[config.mk]
export PLATFORM = sky130hd
export DESIGN_NAME = modbus_read_register_responder_flat
export DESIGN_NICKNAME = d
export VERILOG_FILES = /design/src/mbrr_pkg.sv /design/src/mbrr_if.sv /design/src/modbus_read_register_responder.sv /design/src/flat_wrapper.sv
export SDC_FILE = /design/constraint.sdc
export NUM_CORES = 1
export LEC_CHECK = 0
export BUFFER_PORTS_ARGS = -buffer_cell sky130_fd_sc_hd__buf_2
export CORE_MARGIN = 4
export CORE_UTILIZATION = 52
export DETAILED_ROUTE_END_ITERATION = 10
export PLACE_DENSITY = 0.76
export SYNTH_ARGS = -nofsm -noshare
export SYNTH_HDL_FRONTEND = slang
export SYNTH_SLANG_ARGS = --single-unit
[constraint.sdc]
create_clock -name clk -period 2.1 [get_ports clk]
set_input_delay 0.21 -clock clk [delete_from_list [all_inputs] [get_ports clk]]
set_output_delay 0.21 -clock clk [all_outputs]
set_load 0.02 [all_outputs]
[src/mbrr_pkg.sv]
// shared constants and helpers for the modbus read-register responder
// no dependencies; used by the interfaces, the top level and the checker
package mbrr_pkg;

  localparam int REQUEST_LENGTH = 8;

  localparam int BYTE_W  = 8;
  localparam int TEMP_W  = 8;
  localparam int HUM_W   = 8;
  localparam int GAS_W   = 12;
  localparam int CRC_W   = 16;
  localparam int IDX_W   = 4;
  localparam int COUNT_W = 3;

  localparam logic [COUNT_W-1:0] REQ_LAST = COUNT_W'(REQUEST_LENGTH - 1);

  localparam logic [BYTE_W-1:0] FUNC_READ_HOLDING = 8'd3;
  localparam logic [BYTE_W-1:0] RESP_BYTE_COUNT   = 8'd6;
  localparam logic [CRC_W-1:0]  CRC_INIT          = 16'hFFFF;
  localparam logic [CRC_W-1:0]  CRC_POLY          = 16'hA001;

  // response byte positions
  localparam logic [IDX_W-1:0] IDX_ADDR    = 4'd0;
  localparam logic [IDX_W-1:0] IDX_FUNC    = 4'd1;
  localparam logic [IDX_W-1:0] IDX_COUNT   = 4'd2;
  localparam logic [IDX_W-1:0] IDX_TEMP_HI = 4'd3;
  localparam logic [IDX_W-1:0] IDX_TEMP_LO = 4'd4;
  localparam logic [IDX_W-1:0] IDX_HUM_HI  = 4'd5;
  localparam logic [IDX_W-1:0] IDX_HUM_LO  = 4'd6;
  localparam logic [IDX_W-1:0] IDX_GAS_HI  = 4'd7;
  localparam logic [IDX_W-1:0] IDX_GAS_LO  = 4'd8;
  localparam logic [IDX_W-1:0] IDX_CRC_LO  = 4'd9;
  localparam logic [IDX_W-1:0] IDX_CRC_HI  = 4'd10;

  // byte of the response frame at a given position
  function automatic logic [BYTE_W-1:0] resp_byte(
    input logic [IDX_W-1:0]  idx,
    input logic [BYTE_W-1:0] addr,
    input logic [TEMP_W-1:0] temp,
    input logic [HUM_W-1:0]  hum,
    input logic [GAS_W-1:0]  gas,
    input logic [CRC_W-1:0]  crc
  );
    logic [CRC_W-1:0] gas_word;
    logic [BYTE_W-1:0] b;
    gas_word = CRC_W'(gas);
    b = '0;
    unique case (idx)
      IDX_ADDR:    b = addr;
      IDX_FUNC:    b = FUNC_READ_HOLDING;
      IDX_COUNT:   b = RESP_BYTE_COUNT;
      IDX_TEMP_HI: b = '0;
      IDX_TEMP_LO: b = temp;
      IDX_HUM_HI:  b = '0;
      IDX_HUM_LO:  b = hum;
      IDX_GAS_HI:  b = gas_word[15:8];
      IDX_GAS_LO:  b = gas_word[7:0];
      IDX_CRC_LO:  b = crc[7:0];
      IDX_CRC_HI:  b = crc[15:8];
      default:     b = '0;
    endcase
    return b;
  endfunction

endpackage

[src/mbrr_if.sv]
// valid/ready channel interfaces of the modbus read-register responder
// depends on mbrr_pkg for field widths
interface mbrr_req_if import mbrr_pkg::*; ();
  logic              valid;
  logic              ready;
  logic              op;
  logic [BYTE_W-1:0] rx_byte;
  logic [TEMP_W-1:0] temp_reading;
  logic [HUM_W-1:0]  humidity_reading;
  logic [GAS_W-1:0]  gas_level;

  modport source (output valid, op, rx_byte, temp_reading, humidity_reading, gas_level,
                  input ready);
  modport sink (input valid, op, rx_byte, temp_reading, humidity_reading, gas_level,
                output ready);
endinterface

interface mbrr_rsp_if import mbrr_pkg::*; ();
  logic              valid;
  logic              ready;
  logic [BYTE_W-1:0] tx_byte;
  logic              frame_end;

  modport source (output valid, tx_byte, frame_end, input ready);
  modport sink (input valid, tx_byte, frame_end, output ready);
endinterface

interface mbrr_cfg_if import mbrr_pkg::*; ();
  logic              valid;
  logic              ready;
  logic [BYTE_W-1:0] slave_address;

  modport source (output valid, slave_address, input ready);
  modport sink (input valid, slave_address, output ready);
endinterface

[src/modbus_read_register_responder.sv]
// a request byte or measurement load is taken only while no reply is due (idle state)
// a request that completes a matching frame: each reply byte is loaded, the crc-covered
// bytes are shifted bit-serially through the crc, and then each byte is sent;
// the next request is taken only after the final crc byte; one item at a time
// reset (synchronous, rst high) clears frame position, stores, address to 1, output empty
// depends on mbrr_pkg and the channel interfaces in mbrr_if.sv
module modbus_read_register_responder import mbrr_pkg::*; (
  input  logic       clk,
  input  logic       rst,
  mbrr_req_if.sink   req,
  mbrr_rsp_if.source rsp,
  mbrr_cfg_if.sink   cfg
);

  typedef enum logic [3:0] {
    S_IDLE  = 4'b0001,
    S_LOAD  = 4'b0010,
    S_SHIFT = 4'b0100,
    S_SEND  = 4'b1000
  } state_t;

  state_t             state;
  logic [BYTE_W-1:0]  slave_address;
  logic [COUNT_W-1:0] byte_count;
  logic [BYTE_W-1:0]  addr_byte;
  logic [BYTE_W-1:0]  func_byte;
  logic [TEMP_W-1:0]  temp_store;
  logic [HUM_W-1:0]   humidity_store;
  logic [GAS_W-1:0]   gas_store;

  logic [IDX_W-1:0]   idx;
  logic [2:0]         bit_cnt;
  logic [BYTE_W-1:0]  shreg;
  logic [BYTE_W-1:0]  tx_hold;
  logic [CRC_W-1:0]   crc;

  logic               out_valid;
  logic [BYTE_W-1:0]  out_byte;
  logic               out_end;

  logic               req_fire;
  logic               out_free;
  logic [BYTE_W-1:0]  addr_eff;
  logic [BYTE_W-1:0]  func_eff;
  logic               frame_done;
  logic               frame_match;
  logic [CRC_W-1:0]   crc_shift;
  logic [CRC_W-1:0]   crc_next;
  logic [BYTE_W-1:0]  sel_byte;

  assign req.ready = (state == S_IDLE);
  assign cfg.ready = 1'b1;
  assign req_fire  = req.valid && req.ready;
  assign out_free  = !out_valid || rsp.ready;

  assign rsp.valid     = out_valid;
  assign rsp.tx_byte   = out_byte;
  assign rsp.frame_end = out_end;

  // the completing byte may itself be the address or function code on short frames
  assign addr_eff    = (byte_count == '0) ? req.rx_byte : addr_byte;
  assign func_eff    = (byte_count == COUNT_W'(1)) ? req.rx_byte : func_byte;
  assign frame_done  = (byte_count >= REQ_LAST);
  assign frame_match = (addr_eff == slave_address) && (func_eff == FUNC_READ_HOLDING);

  // one lsb-first step of the reflected crc
  assign crc_shift = crc >> 1;
  assign crc_next  = (crc[0] ^ shreg[0]) ? (crc_shift ^ CRC_POLY) : crc_shift;

  assign sel_byte = resp_byte(idx, slave_address, temp_store, humidity_store, gas_store, crc);

  always_ff @(posedge clk) begin
    if (rst) begin
      slave_address <= 8'd1;
    end else if (cfg.valid && cfg.ready) begin
      slave_address <= cfg.slave_address;
    end
  end

  always_ff @(posedge clk) begin
    if (rst) begin
      state          <= S_IDLE;
      byte_count     <= '0;
      addr_byte      <= '0;
      func_byte      <= '0;
      temp_store     <= '0;
      humidity_store <= '0;
      gas_store      <= '0;
      idx            <= '0;
      bit_cnt        <= '0;
      crc            <= CRC_INIT;
      out_valid      <= 1'b0;
    end else begin
      if (state == S_SEND && out_free) begin
        out_valid <= 1'b1;
      end else if (rsp.ready) begin
        out_valid <= 1'b0;
      end
      unique case (state)
        S_IDLE: begin
          if (req_fire) begin
            if (req.op) begin
              temp_store     <= req.temp_reading;
              humidity_store <= req.humidity_reading;
              gas_store      <= req.gas_level;
            end else begin
              if (byte_count == '0) begin
                addr_byte <= req.rx_byte;
              end else if (byte_count == COUNT_W'(1)) begin
                func_byte <= req.rx_byte;
              end
              if (!frame_done) begin
                byte_count <= byte_count + COUNT_W'(1);
              end else begin
                byte_count <= '0;
                if (frame_match) begin
                  idx   <= IDX_ADDR;
                  crc   <= CRC_INIT;
                  state <= S_LOAD;
                end
              end
            end
          end
        end
        S_LOAD: begin
          bit_cnt <= '0;
          if (idx < IDX_CRC_LO) begin
            state <= S_SHIFT;
          end else begin
            state <= S_SEND;
          end
        end
        S_SHIFT: begin
          crc     <= crc_next;
          bit_cnt <= bit_cnt + 3'd1;
          if (bit_cnt == 3'd7) begin
            state <= S_SEND;
          end
        end
        S_SEND: begin
          if (out_free) begin
            idx <= idx + IDX_W'(1);
            if (idx == IDX_CRC_HI) begin
              state <= S_IDLE;
            end else begin
              state <= S_LOAD;
            end
          end
        end
        default: state <= S_IDLE;
      endcase
    end
  end

  // payload path: byte latch, crc shift register and output word
  always_ff @(posedge clk) begin
    if (state == S_LOAD) begin
      shreg   <= sel_byte;
      tx_hold <= sel_byte;
    end else if (state == S_SHIFT) begin
      shreg <= shreg >> 1;
    end
    if (state == S_SEND && out_free) begin
      out_byte <= tx_hold;
      out_end  <= (idx == IDX_CRC_HI);
    end
  end

endmodule

[src/flat_wrapper.sv]
// flat-port wrapper written by rule: the top's interface ports become plain ports
module modbus_read_register_responder_flat import mbrr_pkg::*;
  (clk, rst, req_valid, req_op, req_rx_byte, req_temp_reading, req_humidity_reading, req_gas_level, req_ready, rsp_valid, rsp_tx_byte, rsp_frame_end, rsp_ready, cfg_valid, cfg_slave_address, cfg_ready);
  mbrr_req_if req_i ();
  mbrr_rsp_if rsp_i ();
  mbrr_cfg_if cfg_i ();
  input  logic clk;
  input  logic rst;
  input wire logic [$bits(req_i.valid)-1:0] req_valid;
  input wire logic [$bits(req_i.op)-1:0] req_op;
  input wire logic [$bits(req_i.rx_byte)-1:0] req_rx_byte;
  input wire logic [$bits(req_i.temp_reading)-1:0] req_temp_reading;
  input wire logic [$bits(req_i.humidity_reading)-1:0] req_humidity_reading;
  input wire logic [$bits(req_i.gas_level)-1:0] req_gas_level;
  output wire logic [$bits(req_i.ready)-1:0] req_ready;
  output wire logic [$bits(rsp_i.valid)-1:0] rsp_valid;
  output wire logic [$bits(rsp_i.tx_byte)-1:0] rsp_tx_byte;
  output wire logic [$bits(rsp_i.frame_end)-1:0] rsp_frame_end;
  input wire logic [$bits(rsp_i.ready)-1:0] rsp_ready;
  input wire logic [$bits(cfg_i.valid)-1:0] cfg_valid;
  input wire logic [$bits(cfg_i.slave_address)-1:0] cfg_slave_address;
  output wire logic [$bits(cfg_i.ready)-1:0] cfg_ready;
  assign req_i.valid = req_valid;
  assign req_i.op = req_op;
  assign req_i.rx_byte = req_rx_byte;
  assign req_i.temp_reading = req_temp_reading;
  assign req_i.humidity_reading = req_humidity_reading;
  assign req_i.gas_level = req_gas_level;
  assign req_ready = req_i.ready;
  assign rsp_valid = rsp_i.valid;
  assign rsp_tx_byte = rsp_i.tx_byte;
  assign rsp_frame_end = rsp_i.frame_end;
  assign rsp_i.ready = rsp_ready;
  assign cfg_i.valid = cfg_valid;
  assign cfg_i.slave_address = cfg_slave_address;
  assign cfg_ready = cfg_i.ready;
  modbus_read_register_responder u_core (.clk(clk), .rst(rst), .req(req_i), .rsp(rsp_i), .cfg(cfg_i));
endmodule
# After elaboration in Yosys (flattened, before gate mapping)
# Index checks and enable logic that the tools add are counted.
# op_classes
n_addsub	3
n_lt_le_gt_ge	2
eq_ne	22
muxes	30
bitwise	4
n_reduce_logical	17
# ops
operator	count
$mux W16	5
$pmux W8 S9	1
$mux W4	12
$mux W8	4
$pmux W16 S2	1
$eq A4 B3 Y1 const B	4
$eq A4 B4 Y1 const B	4
$pmux W4 S4	1
$reduce_and A6 Y1	2
$eq A4 B1 Y1 const B	2
$eq A4 B2 Y1 const B	2
$eq A8 B2 Y1 const B	1
$eq A8 B8 Y1	1
$ne A2 B2 Y1 const B	4
$pmux W4 S2	1
$reduce_bool A2 Y1	4
$add A3 B1 Y3 const B	2
$pmux W3 S2	1
$reduce_and A3 Y1	2
$reduce_and A5 Y1	1
$add A4 B1 Y4 const B	1
$logic_not A4 Y1	1
$lt A4 B4 Y1 const B	1
$ne A2 B1 Y1 const B	2
other kinds (14)	18
# totals
register_bits	108
input_bits	50
wordCells	94

# Logic depth before layout (Yosys ltp)
# logic_depth
ltp_word	9
ltp_mapped	10

# Worst setup path after synthesis
# OpenSTA, ideal clock, no wires.
# synth_timing
path_type	reg2reg
from	register u_core.byte_count[0]
to	register u_core.idx[3]
arrival_time_ps	2060
required_time_ps	2008
slack_ps	-52
path_stages_with_launch	10
path_buffers	1
period_less_slack_ps	2152
path_cell_list	dfxtp_1 > inv_1 > ha_1 > nand2b_1 > a31o_2 > and4bb_2 > and4_1 > buf_6 > or2_2 > o32ai_1
# synth_between
elab_chain_len	6
elab_cells_between_ends	11
cone_classes	1 x order compare; 5 x eq/ne; 2 x mux; 3 x reduce/logical
# synth_rtl
element	line_no	text
from (decl)	modbus_read_register_responder.sv:24	logic [COUNT_W-1:0] byte_count;
from (signal assigned)	modbus_read_register_responder.sv:113	byte_count <= byte_count + COUNT_W'(1);
$eq A3 B1 Y1 / $logic_not A3 Y1 (equally long branches)	modbus_read_register_responder.sv:62, modbus_read_register_responder.sv:61	
$mux W8, on equally long branches	--	
$eq A8 B2 Y1 / $eq A8 B8 Y1 (equally long branches)	modbus_read_register_responder.sv:64	assign frame_match = (addr_eff == slave_address) && (func_eff == FUNC_READ_HOLDING);
$logic_and A1 B1 Y1	modbus_read_register_responder.sv:64	
$ne A2 B2 Y1 (no source line)	--	
$reduce_and A6 Y1 (no source line) (*)	--	
to (signal assigned)	modbus_read_register_responder.sv:142	idx <= idx + IDX_W'(1);
to (decl)	modbus_read_register_responder.sv:31	logic [IDX_W-1:0] idx;
# Every way passes the cells marked *; elsewhere a longest branch is shown, timed or not.
# A chain may end at the register's enable or synchronous reset.

# Worst setup path after layout
# layout_timing
from	register u_core.byte_count[0]
to	register u_core.crc[0]
# layout_between
elab_chain_len	6
elab_cells_between_ends	11
cone_classes	1 x order compare; 5 x eq/ne; 2 x mux; 3 x reduce/logical
# layout_rtl
element	line_no	text
$eq A3 B1 Y1 / $logic_not A3 Y1 (equally long branches)	modbus_read_register_responder.sv:62, modbus_read_register_responder.sv:61	
$mux W8, on equally long branches	--	
$eq A8 B2 Y1 / $eq A8 B8 Y1 (equally long branches)	modbus_read_register_responder.sv:64	
$logic_and A1 B1 Y1	modbus_read_register_responder.sv:64	
$ne A2 B2 Y1 (no source line)	--	
$reduce_and A5 Y1 (no source line) (*)	--	
to (signal assigned)	modbus_read_register_responder.sv:134	crc <= crc_next;
to (decl)	modbus_read_register_responder.sv:35	logic [CRC_W-1:0] crc;
# Marked as above.

==> out/metrics.cfg <==
[power_and_ir_drop]
p_sw_uw = 1050
switching_share = 0.272
peakVddDrop_v = 0.000334
power.density_mw_per_mm2 = 633
pwr-share-seq = 0.571
leakage_uw = 0.00247
pwr-share-comb = 0.086
internal_power_uw = 2810
clkPwrFrac = 0.343

[global_routing]
antenna_found_initial = 0
grt_util_all_layers = 0.212
grt_pass1_vias = 3953
grt_pass1_wl_um = 19200
grt_max_degree = 57
grt_overflow = 0

[sta]
min_period_ns = 2.19
tns_ns = -0.211
slew_headroom = 0.564
rsz0062_at_grt = true
finClkSkew_ns = 0.0187
finalHoldViolCount = 0
tightest_slew_ns = 0.654
fmax_mhz = 456
setup_viol = 9
final-max-slew-violation-count = 0
period_share = 1.04
worst_slack_ns = -0.0932

[placed_design]
place.gp.congestion = 0.913
dp_hpwl_um = 8730
placed_cell_area_mm2 = 0.00563
io_buffers = 60
dp_cells = 735

[critical_path]
crit_fanout = 9
cp_cell_sequence = inv_4 > ha_4 > and3b_1 > a211oi_1 > and4bb_2 > and4_4 > clkbuf_16 > or3_2
timing.critical_path.slowest_cell_delay_ns = 0.44
path_class = reg2reg
worst_ep_required_time_ns = 2.38
end_kind = flop
slowest_stage = or3_2
arrival_ns = 2.47
cp-start-kind = flop

[final_layout]
fill_cells = 740
fin_area_mm2 = 0.00609
drive_gt1_frac = 0.283
num_antenna_cells = 0
area_delta_synth_final_pct = 23.6
fin_cells = 755
final_core_util = 0.659
fin_nets = 682

[yosys]
synthTopCellsByArea = dfxtp_1 34%, edfxtp_1 15%, nand2_1 5.4%, mux2i_1 5.1%, nor2_1 4.7%
synth_cell_types = 64
synth-edff-count = 25
syn_inst = 531
yosysWarnings = 0
synth_fp_nets = 592
ys_ff_latch = 108
synth_top_cell_area_share = 0.337
async_flop_share = 0
synth_top_area_cell = dfxtp_1
yosysSeqAreaShare = 0.490
syn_area_per_cell_um2 = 9.28
synth_ff_type = dfxtp_1
synthesis.area_mm2 = 0.00493

[floorplan]
dieArea_mm2 = 0.0111
die-width_um = 105
rows = 35
die_y_um = 105
initial_core_util = 0.533
ios = 62
core-area_mm2 = 0.00924

[clocking]
cts_root_buf = clkbuf_8
clkSinkCount = 108
clock_path_buffers = 2
htree_levels = 3
cts_buffers = 9
cts_tree = done
clkLatencyLatePin_ns = 0.39
clk_pin_slew_ns = 0.12

[outcome]
violations = setup timing
status = complete, but fails checks

[routing]
vias = 4281
viasPerCell = 5.67
post_drt_wl_per_cell_um = 16.4
routed_wl_um = 12400
drt.antenna.violating_nets = 0
drtPass1Iterations = 5
initialDrtViolationCount = 357
drc_errors = 0

[run]
cap_violations = 0

[worst_hold_path]
min_path_type = in2reg

-- synthesized netlist by cell type (all sizes together), types with 4 or more instances --
cell type,instances
a21oi,46
ha,11
nand3,14
or3,5
inv,14
buf,7
mux2i,25
a22oi,8
a31oi,6
a222oi,4
or2b,8
nand2,72
nor2b,5
edfxtp,25
dfxtp,83
and2,5
o21ai,20
xnor2,6
clkbuf,24
nor3,19
mux2,7
o2111ai,4
a22o,6
nor2,62
-- final timing paths --
path / start / end / slack (ns) / depth (start not counted)
min reg2reg: u_core.tx_hold[7]$_DFFE_PP_ / u_core.rsp.tx_byte[7]$_DFFE_PP_ / 0.44 / 0
min: req_temp_reading[5] / u_core.temp_store[5]$_SDFFE_PP0P_ / 0.04 / 3
max reg2reg: u_core.byte_count[0]$_SDFFE_PP0P_ / u_core.crc[0]$_SDFFE_PP1P_ / -0.09 / 8
max: u_core.byte_count[0]$_SDFFE_PP0P_ / u_core.crc[0]$_SDFFE_PP1P_ / -0.09 / 8
-- metal layers --
layer	wire length, um	vias up	track usage
li1	-	2064	-
met1	5480	2030	0.298
met2	5800	159	0.335
met3	789	28	0.0343
met4	294	0	0.0684
met5	0	-	0
-- flip-flops by register name, summed over array words and instances, names as in the netlist --
signal,cells
u_core.tx_hold,8
u_core.rsp.frame_end,1
u_core.idx,4
u_core.func_byte,8
u_core.crc,16
u_core.gas_store,12
u_core.state,4
u_core.bit_cnt,3
u_core.byte_count,3
u_core.slave_address,8
u_core.temp_store,8
u_core.humidity_store,8
u_core.rsp.valid,1
u_core.addr_byte,8
u_core.rsp.tx_byte,8
u_core.shreg,8
-- metrics by stage --
step | hold WS (ns) | worst slack [ns] | total power (uW)
2_1_floorplan | 0.322 | 0.00749 | 2420
3_3_place_gp | 0.401 | -0.0861 | 2540
3_5_place_dp | 0.408 | -0.116 | 2550
4_1_cts | 0.0363 | -0.0187 | 3850
5_1_grt | 0.0449 | -0.153 | 3990
6_report | 0.0399 | -0.0932 | 3860
-- cells by family after synthesis --
family | share of synthesized area
other cells | 0.000761
fa+ha+maj | 0.0279
compound gates | 0.147
buf+inv | 0.0447
mux | 0.0668
xor+xnor | 0.0160
flops | 0.490
simple gates | 0.207
-- placed cells by master, fill, tap and decap left out, types with 8 or more instances in the layout --
| master | instances |
|---|---|
| nor3_1 | 17 |
| o21ai_1 | 17 |
| clkbuf_8 | 9 |
| buf_4 | 43 |
| edfxtp_1 | 25 |
| nand2_1 | 71 |
| inv_1 | 12 |
| a22oi_1 | 8 |
| nor2_1 | 62 |
| mux2i_1 | 25 |
| dfxtp_1 | 79 |
| a21oi_1 | 45 |
| nand3_1 | 14 |
| buf_2 | 60 |
-- power groups by stage --
stage / sequential, uW / clock, uW / combinational, uW
CTS: 2200 / 1330 / 312
global route: 2210 / 1420 / 369
finish: 2200 / 1320 / 332
detailed placement: 2250 / 0 / 302
global placement: 2250 / 0 / 293
floorplan: 2230 / 0 / 185
-- critical path, delay by kind of cell (launching register included) --
family	cells	cell delay, ns
adder cells (fa/ha/maj)	1	0.18
buffers and inverters	2	0.21
flip-flops	1	0.40
AND/OR/NAND/NOR	4	1.10
AO/OA/AOI/OAI	1	0.20
-- final cells by class --
| class | count | area [um2] | area share |
|---|---|---|---|
| clock buffer | 9 | 124 | 0.0203 |
| timing repair buffer | 110 | 764 | 0.126 |
| tap | 129 | 161 | 0.0265 |
| multi-input combinational | 377 | 2470 | 0.405 |
| inverter | 15 | 61.3 | 0.0101 |
| clock inverter | 7 | 88.8 | 0.0146 |
| sequential | 108 | 2420 | 0.398 |
-- what timing repair did --
| item | CTS | global route |
|---|---|---|
| pin swaps | 2 | 9 |
| gates cloned | 0 | 2 |
| setup buffers | 0 | 2 |
| resized for setup | 16 | 35 |
| endpoints found under the setup margin | 22 | 36 |
| hold buffers | 0 | 0 |
(Power assumes the default switching activity.)
